$ cat src/rtl/core/deflate_fixed_huffman_token_encoder_top_defines.svh
// assertion macros for the deflate fixed huffman token encoder
// used by the top level, expects i_clk and i_rst_n in scope
`ifndef DEFLATE_FIXED_HUFFMAN_TOKEN_ENCODER_TOP_DEFINES_SVH
`define DEFLATE_FIXED_HUFFMAN_TOKEN_ENCODER_TOP_DEFINES_SVH

// condition holds in the same cycle
`define DFHTE_ASSERT_NOW(lbl, pre, post, msg) \
    lbl: assert property (@(posedge i_clk) disable iff (!i_rst_n) (pre) |-> (post)) \
        else $error(msg);

// condition holds in the next cycle
`define DFHTE_ASSERT_NEXT(lbl, pre, post, msg) \
    lbl: assert property (@(posedge i_clk) disable iff (!i_rst_n) (pre) |=> (post)) \
        else $error(msg);

`endif

$ cat src/rtl/core/dfhte_pkg.sv
// types and constants of the deflate fixed huffman token encoder
// no dependencies
package dfhte_pkg;

    localparam logic [1:0] ACT_LITERAL = 2'd0;
    localparam logic [1:0] ACT_PAIR    = 2'd1;
    localparam logic [1:0] ACT_EOB     = 2'd2;

    localparam logic [1:0] KIND_LIT  = 2'd0;
    localparam logic [1:0] KIND_PAIR = 2'd1;
    localparam logic [1:0] KIND_EOB  = 2'd2;
    localparam logic [1:0] KIND_BAD  = 2'd3;

    localparam logic [8:0] SYM_EOB      = 9'd256;
    localparam logic [8:0] SYM_LEN_BASE = 9'd257;
    localparam logic [8:0] SYM_LEN_MAX  = 9'd285;

    typedef struct packed {
        logic [1:0]  action;
        logic [7:0]  literal_byte;
        logic [8:0]  match_length;
        logic [15:0] match_distance;
    } t_in;

    typedef struct packed {
        logic [8:0]  lit_len_symbol;
        logic [8:0]  huff_code;
        logic [3:0]  huff_bits;
        logic [2:0]  length_extra_bits;
        logic [4:0]  length_extra_value;
        logic        has_distance;
        logic [4:0]  distance_code;
        logic [3:0]  distance_extra_bits;
        logic [12:0] distance_extra_value;
        logic        invalid;
    } t_out;

    // classified token as it waits in the queue
    typedef struct packed {
        logic [1:0]  kind;
        logic [8:0]  sym;
        logic [2:0]  lxb;
        logic [4:0]  lxv;
        logic [4:0]  dsym;
        logic [3:0]  dxb;
        logic [12:0] dxv;
    } t_cls;

    typedef struct packed {
        logic empty;
        logic full;
    } t_q_stat;

endpackage

$ cat src/rtl/core/deflate_fixed_huffman_token_encoder_top.sv
// Deflate fixed-Huffman token encoder: maps literal, length/distance and
// end-of-block tokens to RFC 1951 fixed codes. Sustains one token per cycle
// while the output is ready. A token is classified and written into the queue,
// then its code is looked up into the output register. The queue of QUEUE_DEPTH
// entries lets the input side keep accepting while the output is stalled, until full.
// depends on dfhte_pkg, dfhte_front, dfhte_queue, dfhte_back and the defines header
`include "deflate_fixed_huffman_token_encoder_top_defines.svh"
module deflate_fixed_huffman_token_encoder_top
    import dfhte_pkg::*;
#(
    parameter int QUEUE_DEPTH = 4
) (
    input  logic i_clk,
    input  logic i_rst_n,
    input  logic i_valid,
    output logic o_ready,
    input  t_in  i_data,
    output logic o_valid,
    input  logic i_ready,
    output t_out o_data
);

    t_cls    front_cls;
    t_cls    head_cls;
    t_q_stat q_stat;
    logic    pop;

    dfhte_front u_front (
        .i_token (i_data),
        .o_cls   (front_cls)
    );

    dfhte_queue #(
        .DEPTH (QUEUE_DEPTH)
    ) u_queue (
        .i_clk   (i_clk),
        .i_rst_n (i_rst_n),
        .i_push  (i_valid),
        .i_data  (front_cls),
        .i_pop   (pop),
        .o_data  (head_cls),
        .o_stat  (q_stat)
    );

    dfhte_back u_back (
        .i_clk      (i_clk),
        .i_rst_n    (i_rst_n),
        .i_in_valid (!q_stat.empty),
        .i_cls      (head_cls),
        .o_pop      (pop),
        .o_valid    (o_valid),
        .i_ready    (i_ready),
        .o_data     (o_data)
    );

    assign o_ready = !q_stat.full;

    `DFHTE_ASSERT_NEXT(a_drain, !q_stat.empty && (!o_valid || i_ready), o_valid, "queued beat not moved to output")
    `DFHTE_ASSERT_NOW(a_bad_empty, o_valid && o_data.invalid, o_data.huff_bits == 4'd0 && !o_data.has_distance, "invalid beat carries a code")
    `DFHTE_ASSERT_NOW(a_pair_sym, o_valid && o_data.has_distance, o_data.lit_len_symbol >= SYM_LEN_BASE && o_data.lit_len_symbol <= SYM_LEN_MAX, "pair beat without length symbol")
    `DFHTE_ASSERT_NOW(a_bits_range, o_valid && !o_data.invalid, o_data.huff_bits >= 4'd7 && o_data.huff_bits <= 4'd9, "code length out of range")

endmodule

$ cat src/rtl/core/dfhte_front.sv
// front end: range checks and length/distance symbol decoding
// depends on dfhte_pkg
module dfhte_front
    import dfhte_pkg::*;
(
    input  t_in  i_token,
    output t_cls o_cls
);

    logic        len_ok;
    logic        dist_ok;
    logic [7:0]  len_i;
    logic [2:0]  len_b;
    logic [8:0]  len_sym;
    logic [4:0]  len_xv;
    logic [2:0]  len_xb;
    logic [14:0] dist_i;
    logic [3:0]  dist_b;
    logic [4:0]  dist_sym;
    logic [12:0] dist_xv;
    logic [3:0]  dist_xb;

    assign len_ok  = (i_token.match_length >= 9'd3) && (i_token.match_length <= 9'd258);
    assign dist_ok = (i_token.match_distance >= 16'd1) &&
                     (i_token.match_distance <= 16'd32768);

    // length symbol, extra bits = msb position of (len - 3) minus 2
    always_comb begin
        len_i   = 8'(i_token.match_length - 9'd3);
        len_b   = 3'd1;
        len_sym = 9'(i_token.match_length + 9'd254);
        len_xv  = 5'd0;
        len_xb  = 3'd0;
        if (len_i[7]) begin
            len_b = 3'd5;
        end else if (len_i[6]) begin
            len_b = 3'd4;
        end else if (len_i[5]) begin
            len_b = 3'd3;
        end else if (len_i[4]) begin
            len_b = 3'd2;
        end
        if (i_token.match_length == 9'd258) begin
            len_sym = SYM_LEN_MAX;
        end else if (i_token.match_length > 9'd10) begin
            len_xb  = len_b;
            len_sym = SYM_LEN_BASE + {4'd0, len_b, 2'b00} + 9'(len_i >> len_b);
            len_xv  = 5'(len_i & ((8'd1 << len_b) - 8'd1));
        end
    end

    // distance symbol, extra bits = msb position of (dist - 1) minus 1
    always_comb begin
        dist_i   = 15'(i_token.match_distance - 16'd1);
        dist_b   = 4'd1;
        dist_sym = 5'(dist_i);
        dist_xv  = 13'd0;
        dist_xb  = 4'd0;
        for (int k = 2; k < 15; k++) begin
            if (dist_i[k]) begin
                dist_b = 4'(k - 1);
            end
        end
        if (i_token.match_distance > 16'd4) begin
            dist_xb  = dist_b;
            dist_sym = {dist_b, 1'b0} + 5'(dist_i >> dist_b);
            dist_xv  = 13'(dist_i & ((15'd1 << dist_b) - 15'd1));
        end
    end

    always_comb begin
        o_cls = '0;
        case (i_token.action)
            ACT_LITERAL: begin
                o_cls.kind = KIND_LIT;
                o_cls.sym  = {1'b0, i_token.literal_byte};
            end
            ACT_EOB: begin
                o_cls.kind = KIND_EOB;
                o_cls.sym  = SYM_EOB;
            end
            ACT_PAIR: begin
                if (len_ok && dist_ok) begin
                    o_cls.kind = KIND_PAIR;
                    o_cls.sym  = len_sym;
                    o_cls.lxb  = len_xb;
                    o_cls.lxv  = len_xv;
                    o_cls.dsym = dist_sym;
                    o_cls.dxb  = dist_xb;
                    o_cls.dxv  = dist_xv;
                end else begin
                    o_cls.kind = KIND_BAD;
                end
            end
            default: begin
                o_cls.kind = KIND_BAD;
            end
        endcase
    end

endmodule

$ cat src/rtl/core/dfhte_queue.sv
// short fifo between front end and back end
// depends on dfhte_pkg
module dfhte_queue
    import dfhte_pkg::*;
#(
    parameter int DEPTH = 4
) (
    input  logic    i_clk,
    input  logic    i_rst_n,
    input  logic    i_push,
    input  t_cls    i_data,
    input  logic    i_pop,
    output t_cls    o_data,
    output t_q_stat o_stat
);

    localparam int AW = (DEPTH > 1) ? $clog2(DEPTH) : 1;
    localparam int CW = $clog2(DEPTH + 1);

    t_cls            r_mem [DEPTH];
    logic [AW-1:0]   r_wr_ptr;
    logic [AW-1:0]   r_rd_ptr;
    logic [CW-1:0]   r_count;
    logic [AW-1:0]   n_wr_ptr;
    logic [AW-1:0]   n_rd_ptr;
    logic [CW-1:0]   n_count;
    logic            do_push;
    logic            do_pop;

    assign o_stat.empty = (r_count == '0);
    assign o_stat.full  = (r_count == CW'(DEPTH));
    assign do_push      = i_push && !o_stat.full;
    assign do_pop       = i_pop && !o_stat.empty;
    assign o_data       = r_mem[r_rd_ptr];

    always_comb begin
        n_wr_ptr = r_wr_ptr;
        n_rd_ptr = r_rd_ptr;
        n_count  = r_count;
        if (do_push) begin
            n_wr_ptr = (r_wr_ptr == AW'(DEPTH - 1)) ? '0 : r_wr_ptr + AW'(1);
        end
        if (do_pop) begin
            n_rd_ptr = (r_rd_ptr == AW'(DEPTH - 1)) ? '0 : r_rd_ptr + AW'(1);
        end
        if (do_push && !do_pop) begin
            n_count = r_count + CW'(1);
        end else if (do_pop && !do_push) begin
            n_count = r_count - CW'(1);
        end
    end

    always_ff @(posedge i_clk) begin
        if (!i_rst_n) begin
            r_wr_ptr <= '0;
            r_rd_ptr <= '0;
            r_count  <= '0;
        end else begin
            r_wr_ptr <= n_wr_ptr;
            r_rd_ptr <= n_rd_ptr;
            r_count  <= n_count;
        end
    end

    always_ff @(posedge i_clk) begin
        if (do_push) begin
            r_mem[r_wr_ptr] <= i_data;
        end
    end

endmodule

$ cat src/rtl/core/dfhte_back.sv
// back end: fixed huffman code lookup and output register
// depends on dfhte_pkg
module dfhte_back
    import dfhte_pkg::*;
(
    input  logic i_clk,
    input  logic i_rst_n,
    input  logic i_in_valid,
    input  t_cls i_cls,
    output logic o_pop,
    output logic o_valid,
    input  logic i_ready,
    output t_out o_data
);

    logic r_valid;
    t_out r_data;
    t_out n_data;
    logic take;

    assign take    = i_in_valid && (!r_valid || i_ready);
    assign o_pop   = take;
    assign o_valid = r_valid;
    assign o_data  = r_data;

    always_comb begin
        n_data = '0;
        if (i_cls.kind == KIND_BAD) begin
            n_data.invalid = 1'b1;
        end else begin
            n_data.lit_len_symbol = i_cls.sym;
            if (i_cls.sym <= 9'd143) begin
                n_data.huff_bits = 4'd8;
                n_data.huff_code = i_cls.sym + 9'h030;
            end else if (i_cls.sym <= 9'd255) begin
                n_data.huff_bits = 4'd9;
                n_data.huff_code = i_cls.sym + 9'd256;
            end else if (i_cls.sym <= 9'd279) begin
                n_data.huff_bits = 4'd7;
                n_data.huff_code = i_cls.sym - 9'd256;
            end else begin
                n_data.huff_bits = 4'd8;
                n_data.huff_code = i_cls.sym - 9'd88;
            end
            if (i_cls.kind == KIND_PAIR) begin
                n_data.length_extra_bits    = i_cls.lxb;
                n_data.length_extra_value   = i_cls.lxv;
                n_data.has_distance         = 1'b1;
                n_data.distance_code        = i_cls.dsym;
                n_data.distance_extra_bits  = i_cls.dxb;
                n_data.distance_extra_value = i_cls.dxv;
            end
        end
    end

    always_ff @(posedge i_clk) begin
        if (!i_rst_n) begin
            r_valid <= 1'b0;
        end else begin
            r_valid <= take || (r_valid && !i_ready);
        end
    end

    always_ff @(posedge i_clk) begin
        if (take) begin
            r_data <= n_data;
        end
    end

endmodule

$ cat config.mk
export PLATFORM = sky130hd
export DESIGN_NAME = deflate_fixed_huffman_token_encoder_top
export DESIGN_NICKNAME = d
export VERILOG_FILES = /design/src/rtl/core/dfhte_pkg.sv /design/src/rtl/core/deflate_fixed_huffman_token_encoder_top.sv /design/src/rtl/core/dfhte_front.sv /design/src/rtl/core/dfhte_queue.sv /design/src/rtl/core/dfhte_back.sv
export VERILOG_INCLUDE_DIRS = /design/src /design/src/rtl/core
export SDC_FILE = /design/constraint.sdc
export NUM_CORES = 1
export LEC_CHECK = 0
export ABC_AREA = 0
export BUFFER_PORTS_ARGS = -buffer_cell sky130_fd_sc_hd__buf_2
export CORE_ASPECT_RATIO = 1.25
export CORE_MARGIN = 4
export CORE_UTILIZATION = 55
export DETAILED_ROUTE_END_ITERATION = 7
export GPL_TIMING_DRIVEN = 0
export PLACE_DENSITY = 0.78
export SLEW_MARGIN = 20
export SYNTH_ARGS = -nofsm -noshare
export SYNTH_HDL_FRONTEND = slang
export SYNTH_SLANG_ARGS = --single-unit
$ cat constraint.sdc
create_clock -name i_clk -period 5.72 [get_ports i_clk]
set_input_delay 0 -clock i_clk [delete_from_list [all_inputs] [get_ports i_clk]]
set_output_delay 0 -clock i_clk [all_outputs]
set_load 0.05 [all_outputs]
Word-level counts from Yosys, hierarchy flattened
Memory sizes are Yosys's and may differ from the RTL's. A register that Yosys moved wholly into a read port is not among the register bits.
Index checks and enable logic that the tools add are counted.
- memories: 1
- RAM bits: 164
- input bits: 39
- register bits after elaboration: 62
- word-level logic and storage cells: 123
- output and inout bits: 56
- bitwise gates (word level): 3
- magnitude comparators: 9
- add/subtract/negate cells: 16
- mux-type cells: 43
- equality and inequality tests: 8
- shifts and indexed selects: 4
- reduce and logical (&&, ||, !) cells: 23
- memory list (memory ; depth ; bits a word ; rd ports ; clocked after memory_dff ; write ports ; line ; text):
    u_queue.r_mem ; 4 ; 41 ; 1 ; 1 ; 1 ; dfhte_queue.sv:20 ; t_cls r_mem [DEPTH];
- operator list (cell ; number):
    two-way mux 13 bit ; 4
    two-way mux 39 bit ; 1
    two-way mux 3 bit ; 10
    two-way mux 30 bit ; 1
    two-way mux 4 bit ; 7
    one-hot mux 9 bit (3 select lines) ; 1
    two-way mux 23 bit ; 1
    less-or-equal comparator 9 x 8 -> 1 bit, second input constant ; 2
    less-or-equal comparator 9 bit, second input constant ; 2
    two-way mux 2 bit ; 9
    two-way mux 9 bit ; 2
    >= comparator 16 x 1 -> 1 bit, second input constant ; 1
    greater-than comparator 16 x 3 -> 1 bit, second input constant ; 1
    less-or-equal comparator 16 bit, second input constant ; 1
    two-way mux 5 bit ; 3
    >> shifter 15 x 4 -> 5 bit ; 1
    subtractor 15 x 1 -> 15 bit, second input constant ; 1
    AND 13 bit ; 1
    left shift 1 x 4 -> 13 bit, first input constant ; 1
    subtractor 13 x 1 -> 13 bit, second input constant ; 1
    adder 9 x 5 -> 9 bit, first input constant ; 1
    adder 9 x 6 -> 9 bit, second input constant ; 1
    adder 9 x 8 -> 9 bit, second input constant ; 1
    adder 9 bit ; 1
    other kinds (29) ; 51

Longest topological paths before layout
Gate-level depths: netlist of run 1.
- word-level depth: 19
- gate-level depth with buffers: 20
- gate-level depth less buffers: 18

By module
A second synthesis of run 1 with hierarchy kept.
- cells, all modules: 803
- area, all modules: 11245.8 µm²
- by module, submodules not included (module ; sequential area each (µm²) ; area each (µm²) ; cells each ; times used):
    dfhte_queue ; 5104.9 ; 6447.4 ; 266 ; 1
    dfhte_front ; 0.0 ; 2506.2 ; 376 ; 1
    dfhte_back ; 1521.5 ; 2284.7 ; 159 ; 1
    deflate_fixed_huffman_token_encoder_top ; 0.0 ; 7.5 ; 2 ; 1

Least setup slack after synthesis of run 1
Ideal clock, no wire load.
- path kind: flip-flop to flip-flop
- start point: register u_back.r_valid (netlist: u_back.o_valid)
- end point: register u_queue.r_count[2]
- library setup time: 0.076 ns
- path buffers: 0
- data required time: 5.644 ns
- clock period less this slack: 4.547 ns
- stages on the path, launching flop included: 9
- setup slack: 1.173 ns
- arrival: 4.472 ns
- path through: dfxtp_1 -> a21oi_1 -> inv_1 -> ha_1 -> inv_1 -> fa_1 -> xor2_1 -> or3_1 -> a21boi_0
- cells in the longest elaborated chain, start to end: 7
- elaborated cells between the ends (all ways): 9
- classes of those cells: 1 x mux; 8 x reduce/logical
- RTL lines (item ; line ; text):
    start, declared ; dfhte_back.sv:16 ; logic r_valid;
    start signal, assigned ; dfhte_back.sv:60 ; r_valid <= take || (r_valid && !i_ready);
    logical NOT 1 bit * ; dfhte_back.sv:21 ; assign take = i_in_valid && (!r_valid || i_ready);
    logical OR 1 bit * ; dfhte_back.sv:21 ;
    logical AND 1 bit * ; dfhte_back.sv:21 ;
    named net pop ; deflate_fixed_huffman_token_encoder_top.sv:26 ; logic pop;
    logical AND 1 bit * ; dfhte_queue.sv:33 ; assign do_pop = i_pop && !o_stat.empty;
    logical NOT 1 bit ; dfhte_queue.sv:46 ; if (do_push && !do_pop) begin
    logical AND 1 bit ; dfhte_queue.sv:46 ;
    two-way mux 3 bit / nonzero test 2 bit (equally long branches) ; n/a ;
    end signal, assigned ; dfhte_queue.sv:61 ; r_count <= n_count;
    end, declared ; dfhte_queue.sv:23 ; logic [CW-1:0] r_count;
The timed path passes the listed nets; every way through them passes the cells marked *.
A chain may end at the register's enable or synchronous reset.

==> out/metrics.cfg, run 1 <==
[min_path]
hold_end=u_queue.r_mem[2][38]
holdPathStages=3
hp-class=input port to flip-flop
min_from=i_data[34]

[sta]
skew_ps=11.5
report.final.slew_viol_count=0
fmax_mhz=259
rsz0062_at_grt=no
setup_tns_ps=0
hold_viol=0
setup_violations=0
slew_headroom=0.371
min_period_ps=3860
tightest_slew_ps=943
layout_setup_ws_ps=1860
layout_worst_path_cycle_share=0.676

[setup_path]
required_ps=5940
path_max_fanout=10
cp-start-kind=input port
rr_endpoint=u_back.o_data[41]
path_class=input port to flip-flop
r2r_cells=12
path_buf_inv=5
cp-end-kind=flip-flop
cpPeakStageDelay_ps=550
slowest_stage=a211oi_1
crit_chain=buf_2 > buf_2 > inv_1 > ha_1 > clkbuf_1 > o21bai_1 > nand3_1 > a32oi_1 > o21a_4 > nor2_8 > inv_4 > o21ai_0 > a221oi_1 > o31ai_1 > ha_1 > a21o_1 > a21oi_1 > xnor2_1 > a211oi_1
cp_top_family=compound AO/OA/AOI/OAI gates
r2r_slack_ps=2070
arrival_ps=4090
crit_start=i_data[0]

[global_route]
grt_max_degree=26
met3_usage=0.0260
antenna_found_initial=0
grt-ovfl-total=0
first_global_vias=6899
grt_pass1_wl_mm=36.7
track_usage=0.204
grt.met2_usage=0.347
gr-usage-met1=0.277
top_usage_layer=met2

[placed_design]
dp_slack_ps=1400
dp_hpwl_mm=15.9
gp_congestion=0.894
io_buffers=87
post_dp_cell_area_um2=12100

[synthesis]
synth-seq-cells=224
yosys.area.top_type_share=0.578
synth_edf_count=214
yosys-top-cells-count=214 x edfxtp_1, 54 x nor2_1, 45 x nor2b_1
netlist_instances=815
avgSynthCellArea_um2=13.6
synth.distinct_cells=84
syn_area_um2=11100
ys.flop_type=edfxtp_1
async_reset_ff_frac=0
yosysMostFrequentCell=edfxtp_1
ys_seq_area_frac=0.596
synthTopCellsByArea=edfxtp_1 58%, mux4_2 8.1%, ha_1 3.2%
synth-warning-count=0
synth_top_area_cell=edfxtp_1

[floorplanning]
start_util=0.565
chipWidth_um=135
core_um2=19700
rows=57
die_y_um=167
io_pins=95
dieArea_um2=22600

[route]
vias=7164
finalWirelength_mm=23.1
drtAntennaViolNets=0
drc_errors=0
routed_via_density=5.85
drt_iter0_markers=504
dr.pass1.iters=5
wl_per_cell_um=18.8

[finish]
layout-drive-gt1-share=0.224
insertedDiodeCount=0
utilization=0.653
fin_nets=1015
fin_area_um2=12800
area_delta_synth_final_pct=15.6

[clock_tree]
cts_root_buf=clkbuf_16
clock_path_buffers=3
cts_made_buffers=21
clock-sinks=224
cts_max_level=1
clk_latency_ps=500
cts_tree=done
clk_pin_slew_ps=60

[job]
timing.max_cap.violations=0

[power_and_ir_drop]
peakVddDrop_uv=307
p_leak_nw=4.58
powerDensity_nw_per_um2=468
finalPower_mw=6.02

[run_status]
status=completed

[state kept, by name (all words and copies together) (netlist names), named ones only]
signal            cells
u_back.o_data        50
u_back.o_valid        1
u_queue.r_count       3
u_queue.r_mem       164
u_queue.r_rd_ptr      2
u_queue.r_wr_ptr      2
[layer usage]
layer,part of all wire,wire length (um)
met1,0.42,9630
met4,0.025,568
met5,0,0
met3,0.058,1330
met2,0.50,11500
[area by class of cell]
class | count | area, um2
fillers | 1410 | 6840
well taps | 265 | 332
plain buffers | 48 | 230
clock buffers | 26 | 544
inverters | 30 | 115
clock inverters | 11 | 136
repair buffers | 104 | 688
multi-input cells | 517 | 4170
flip-flops and latches | 224 | 6630
[power by group]
| group | switching [mW] | leakage (nW) | internal, mW | total (mW) |
|---|---|---|---|---|
| logic | 1.57 | 2.16 | 0.780 | 2.35 |
| registers | 0.0841 | 2.09 | 2.21 | 2.29 |
| clock network | 0.567 | 0.335 | 0.814 | 1.38 |
[logic make-up (layout without fill, tap and decap cells)]
family,count (synthesis),count (layout),synth area share
adder cells (fa/ha/maj),30,30,0.0351
other,2,6,0.000676
flip-flops,224,224,0.596
buffers and inverters,78,219,0.0311
XOR/XNOR,30,30,0.0236
AND/OR/NAND/NOR,262,262,0.132
AO/OA/AOI/OAI,133,133,0.0850
multiplexers,56,56,0.0964
[worst reg2reg max path, cell delays in order (launching register included)]
cell      delay (ps)
dfxtp_1          310
clkbuf_1         300
clkbuf_1         510
mux4_2           410
clkbuf_1         210
inv_1            210
ha_1             200
a32oi_1          100
o31ai_1          630
nor2_1           120
xnor2_1          160
mux2_2           270
nor2_1            80
[what timing repair did]
action,in CTS,in global routing
setup buffers,0,0
hold buffers,11,0
endpoints found under the hold margin,42,0
resized for setup,0,0
[worst max-delay path by stage]
| stage | endpoint | slack (ps) | cells past startpoint |
|---|---|---|---|
| 2_1_floorplan | u_queue.r_count[2] | 1170 | 8 |
| 3_3_place_gp | u_queue.r_count[2] | -100 | 9 |
| 3_5_place_dp | u_queue.r_mem[0][21] | 1400 | 19 |
| 4_1_cts | u_queue.r_mem[0][21] | 1920 | 19 |
| 5_1_grt | u_queue.r_mem[3][34] | 1600 | 17 |
| 6_report | u_queue.r_mem[0][21] | 1860 | 19 |
[per-stage QoR]
| step | std cells | hold WS [ps] |
|---|---|---|
| final | 1225 | 43.0 |
| after global routing | 1225 | 63.8 |
| after CTS | 1225 | 24.3 |
| after detailed placement | 1177 | 324 |
| after global placement | 1171 | 278 |
| after floorplan | 819 | 122 |
[cells in the final DEF (no fill, tap or decap), types with 25 or more instances in the layout]
cell type,instances
edfxtp_1,214
buf_2,94
nor2_1,54
nor2b_1,45
nand2_1,40
mux4_2,40
clkbuf_1,33
ha_1,28
inv_1,27
o21ai_0,27
a21oi_1,25
(Power assumes the default switching activity.)
==> run 2, diff against run 1 <==
--- a/config.mk
+++ b/config.mk
@@ -6,14 +6,14 @@
 export SDC_FILE = /design/constraint.sdc
 export NUM_CORES = 1
 export LEC_CHECK = 0
-export ABC_AREA = 0
+export ABC_AREA = 1
 export BUFFER_PORTS_ARGS = -buffer_cell sky130_fd_sc_hd__buf_2
 export CORE_ASPECT_RATIO = 1.25
 export CORE_MARGIN = 4
-export CORE_UTILIZATION = 55
+export CORE_UTILIZATION = 54
 export DETAILED_ROUTE_END_ITERATION = 7
 export GPL_TIMING_DRIVEN = 0
-export PLACE_DENSITY = 0.78
+export PLACE_DENSITY = 0.8
 export SLEW_MARGIN = 20
 export SYNTH_ARGS = -nofsm -noshare
 export SYNTH_HDL_FRONTEND = slang
==> constraint.sdc (replaced) <==
create_clock -name i_clk -period 3.4 [get_ports i_clk]
set_input_delay 0 -clock i_clk [delete_from_list [all_inputs] [get_ports i_clk]]
set_output_delay 0 -clock i_clk [all_outputs]
set_load 0.05 [all_outputs]
==> out/metrics.cfg, run 2 <==
[setup_path]
cp-start-kind=input port
rr_endpoint=u_back.o_data[42]
path_max_fanout=10
slowest_stage=fa_1
crit_chain=buf_2 > inv_1 > ha_2 > nand2_2 > nand2_1 > nand2_1 > nand2_1 > nand2_1 > nand2_1 > nand2_1 > nand2_1 > nand2_1 > nand2_1 > nand2_1 > nand2_4 > nand2_4 > buf_6 > o211ai_1 > nand4_1 > nand4_1 > ha_1 > inv_1 > fa_1 > a211oi_2
path_class=input port to flip-flop
cpMostUsedCell=nand2_1
r2r_slack_ps=440
cpPeakStageDelay_ps=470
r2r_cells=15
required_ps=3640
cp-end-kind=flip-flop
arrival_ps=3400

[synthesis]
ys_seq_area_frac=0.603
yosysMostFrequentCell=edfxtp_1
yosys.area.top_type_share=0.584
synth.distinct_cells=48
synthTopCellsByArea=edfxtp_1 58%, nor2_1 7.0%, nand2_1 5.1%
yosys-top-cells-count=214 x edfxtp_1, 206 x nor2_1, 149 x nand2_1
synth-warning-count=0
synth_edf_count=214
avgSynthCellArea_um2=10.2
synth_top_area_cell=edfxtp_1
synth-seq-cells=224
syn_area_um2=11000
netlist_instances=1077
ys.flop_type=edfxtp_1
async_reset_ff_frac=0

[floorplanning]
dieArea_um2=22700
chipWidth_um=136
die_y_um=168
io_pins=95
start_util=0.547
rows=58
core_um2=20100

[global_route]
grt_pass1_wl_mm=40.0
track_usage=0.221
grt_max_degree=30
antenna_found_initial=2
first_global_vias=8042
grt-ovfl-total=0

[placed_design]
io_buffers=94
gp_congestion=0.939
dp_slack_ps=-697
placed_cells=1451
dp_hpwl_mm=17.9
post_dp_cell_area_um2=12000

[finish]
largest_reg_flops=164
fin_nets=1287
mostFrequentLayoutCell=edfxtp_1
top_register=u_queue.r_mem
fill_cells=1572
area_delta_synth_final_pct=16.3
fin_cells=1502
top_regs=u_queue.r_mem: 164 flops, u_back.o_data: 50 flops, u_queue.r_count: 3 flops
insertedDiodeCount=0
fin_area_um2=12800
layout-drive-gt1-share=0.170
final_cell_mix=214 x edfxtp_1, 201 x nor2_1, 149 x nand2_1, 100 x buf_2

[route]
wl_per_cell_um=16.9
drt_iter0_markers=520
dr.pass1.iters=5
drtAntennaViolNets=0
vias=8149
drc_errors=0
routed_via_density=5.43
finalWirelength_mm=25.4

[power_and_ir_drop]
p_leak_nw=5.05
peakVddDrop_uv=704
powerDensity_nw_per_um2=849

[min_path]
min_from=i_data[16]
holdPathStages=2
hold_end=u_queue.r_mem[2][22]
hp-class=input port to flip-flop

[sta]
fmax_mhz=317
rsz0062_at_grt=no
layout_setup_ws_ps=241
slew_headroom=0.283
layout_worst_path_cycle_share=0.929
setup_tns_ps=0
setup_violations=0
tightest_slew_ps=1070
min_period_ps=3160
report.final.slew_viol_count=0
hold_viol=0
skew_ps=12.0

[clock_tree]
cts_tree=done
clk_pin_slew_ps=60
clock-sinks=224
clk_latency_ps=490
cts_root_buf=clkbuf_16
cts_max_level=1
cts_made_buffers=21
clock_path_buffers=3

[job]
timing.max_cap.violations=0

[run_status]
status=completed

run 2: cell types whose count changed after synthesis, moves of 30 or more:
cell,before,now
a21oi_1,26,56
inv_1,27,94
mux4_2,40,0
nand2_1,40,149
nand3_1,13,47
nor2_1,54,206
nor2b_1,45,0
o21ai_0,27,94
run 2: report_power, final:
part           leakage [nW]  switching [mW]  internal, mW
registers              2.09           0.157          3.81
clock network         0.307           0.962          1.21
logic                  2.65            3.52          1.18
total                  5.05            4.64          6.21
run 2: cell families (layout without fill, tap and decap cells):
kind of cell,count (synthesis),count (layout),share of synthesized area
AND/OR/NAND/NOR,480,480,0.199
flip-flops,224,224,0.603
AO/OA/AOI/OAI,183,183,0.0920
buffers and inverters,138,289,0.0506
adder cells (fa/ha/maj),30,30,0.0355
XOR/XNOR,20,20,0.0200
other,2,6,0.000683
run 2: worst max-delay path: cells and delay by family:
family | cells | cell delay (ps)
buffers and inverters | 4 | 570
adders and majority gates | 3 | 960
and+or+nand+nor | 15 | 1280
AOI/OAI and AO/OA | 2 | 570
run 2: final cells by class:
cell class	instances	area [um2]	area share
Multi-Input combinational cell	719	3890	0.304
Sequential cell	224	6630	0.518
Timing Repair Buffer	114	743	0.0581
Inverter	101	384	0.0300
Tap cell	270	338	0.0264
Buffer	37	173	0.0135
Clock inverter	12	90.1	0.00704
Clock buffer	25	541	0.0423
run 2: worst max-delay path by stage:
stage,from,end,slack (ps),cells past startpoint
after floorplan,u_queue.r_count[1],u_queue.r_mem[0][0],80,4
after global placement,u_queue.r_count[1],u_queue.r_mem[0][8],-830,4
after detailed placement,i_data[0],u_queue.r_mem[1][20],-700,21
after CTS,i_data[0],u_queue.r_mem[2][20],40,21
after global routing,i_data[0],u_queue.r_mem[3][19],40,24
final,i_data[0],u_queue.r_mem[3][19],240,24
run 2: what timing repair did:
item | CTS | global route
setup buffers | 0 | 1
hold buffers | 13 | 0
resized for setup | 2 | 3
pin swaps | 0 | 1
setup endpoints to repair | 8 | 12
cloned | 0 | 0
endpoints found under the hold margin | 54 | 0
run 2: through the flow:
stage	hold WS, ps	total power [mW]	util
2_1_floorplan	97.6	7.43	-
3_3_place_gp	281	8.48	0.588
3_5_place_dp	288	8.69	0.597
4_1_cts	24.7	10.9	0.635
5_1_grt	48.9	11.5	0.636
6_report	49.2	10.9	0.636
run 2: layer usage:
layer | track usage | part of all wire
met5 | 0 | 0.00098
met4 | 0.0723 | 0.030
met3 | 0.0343 | 0.059
met2 | 0.406 | 0.53
met1 | 0.262 | 0.38
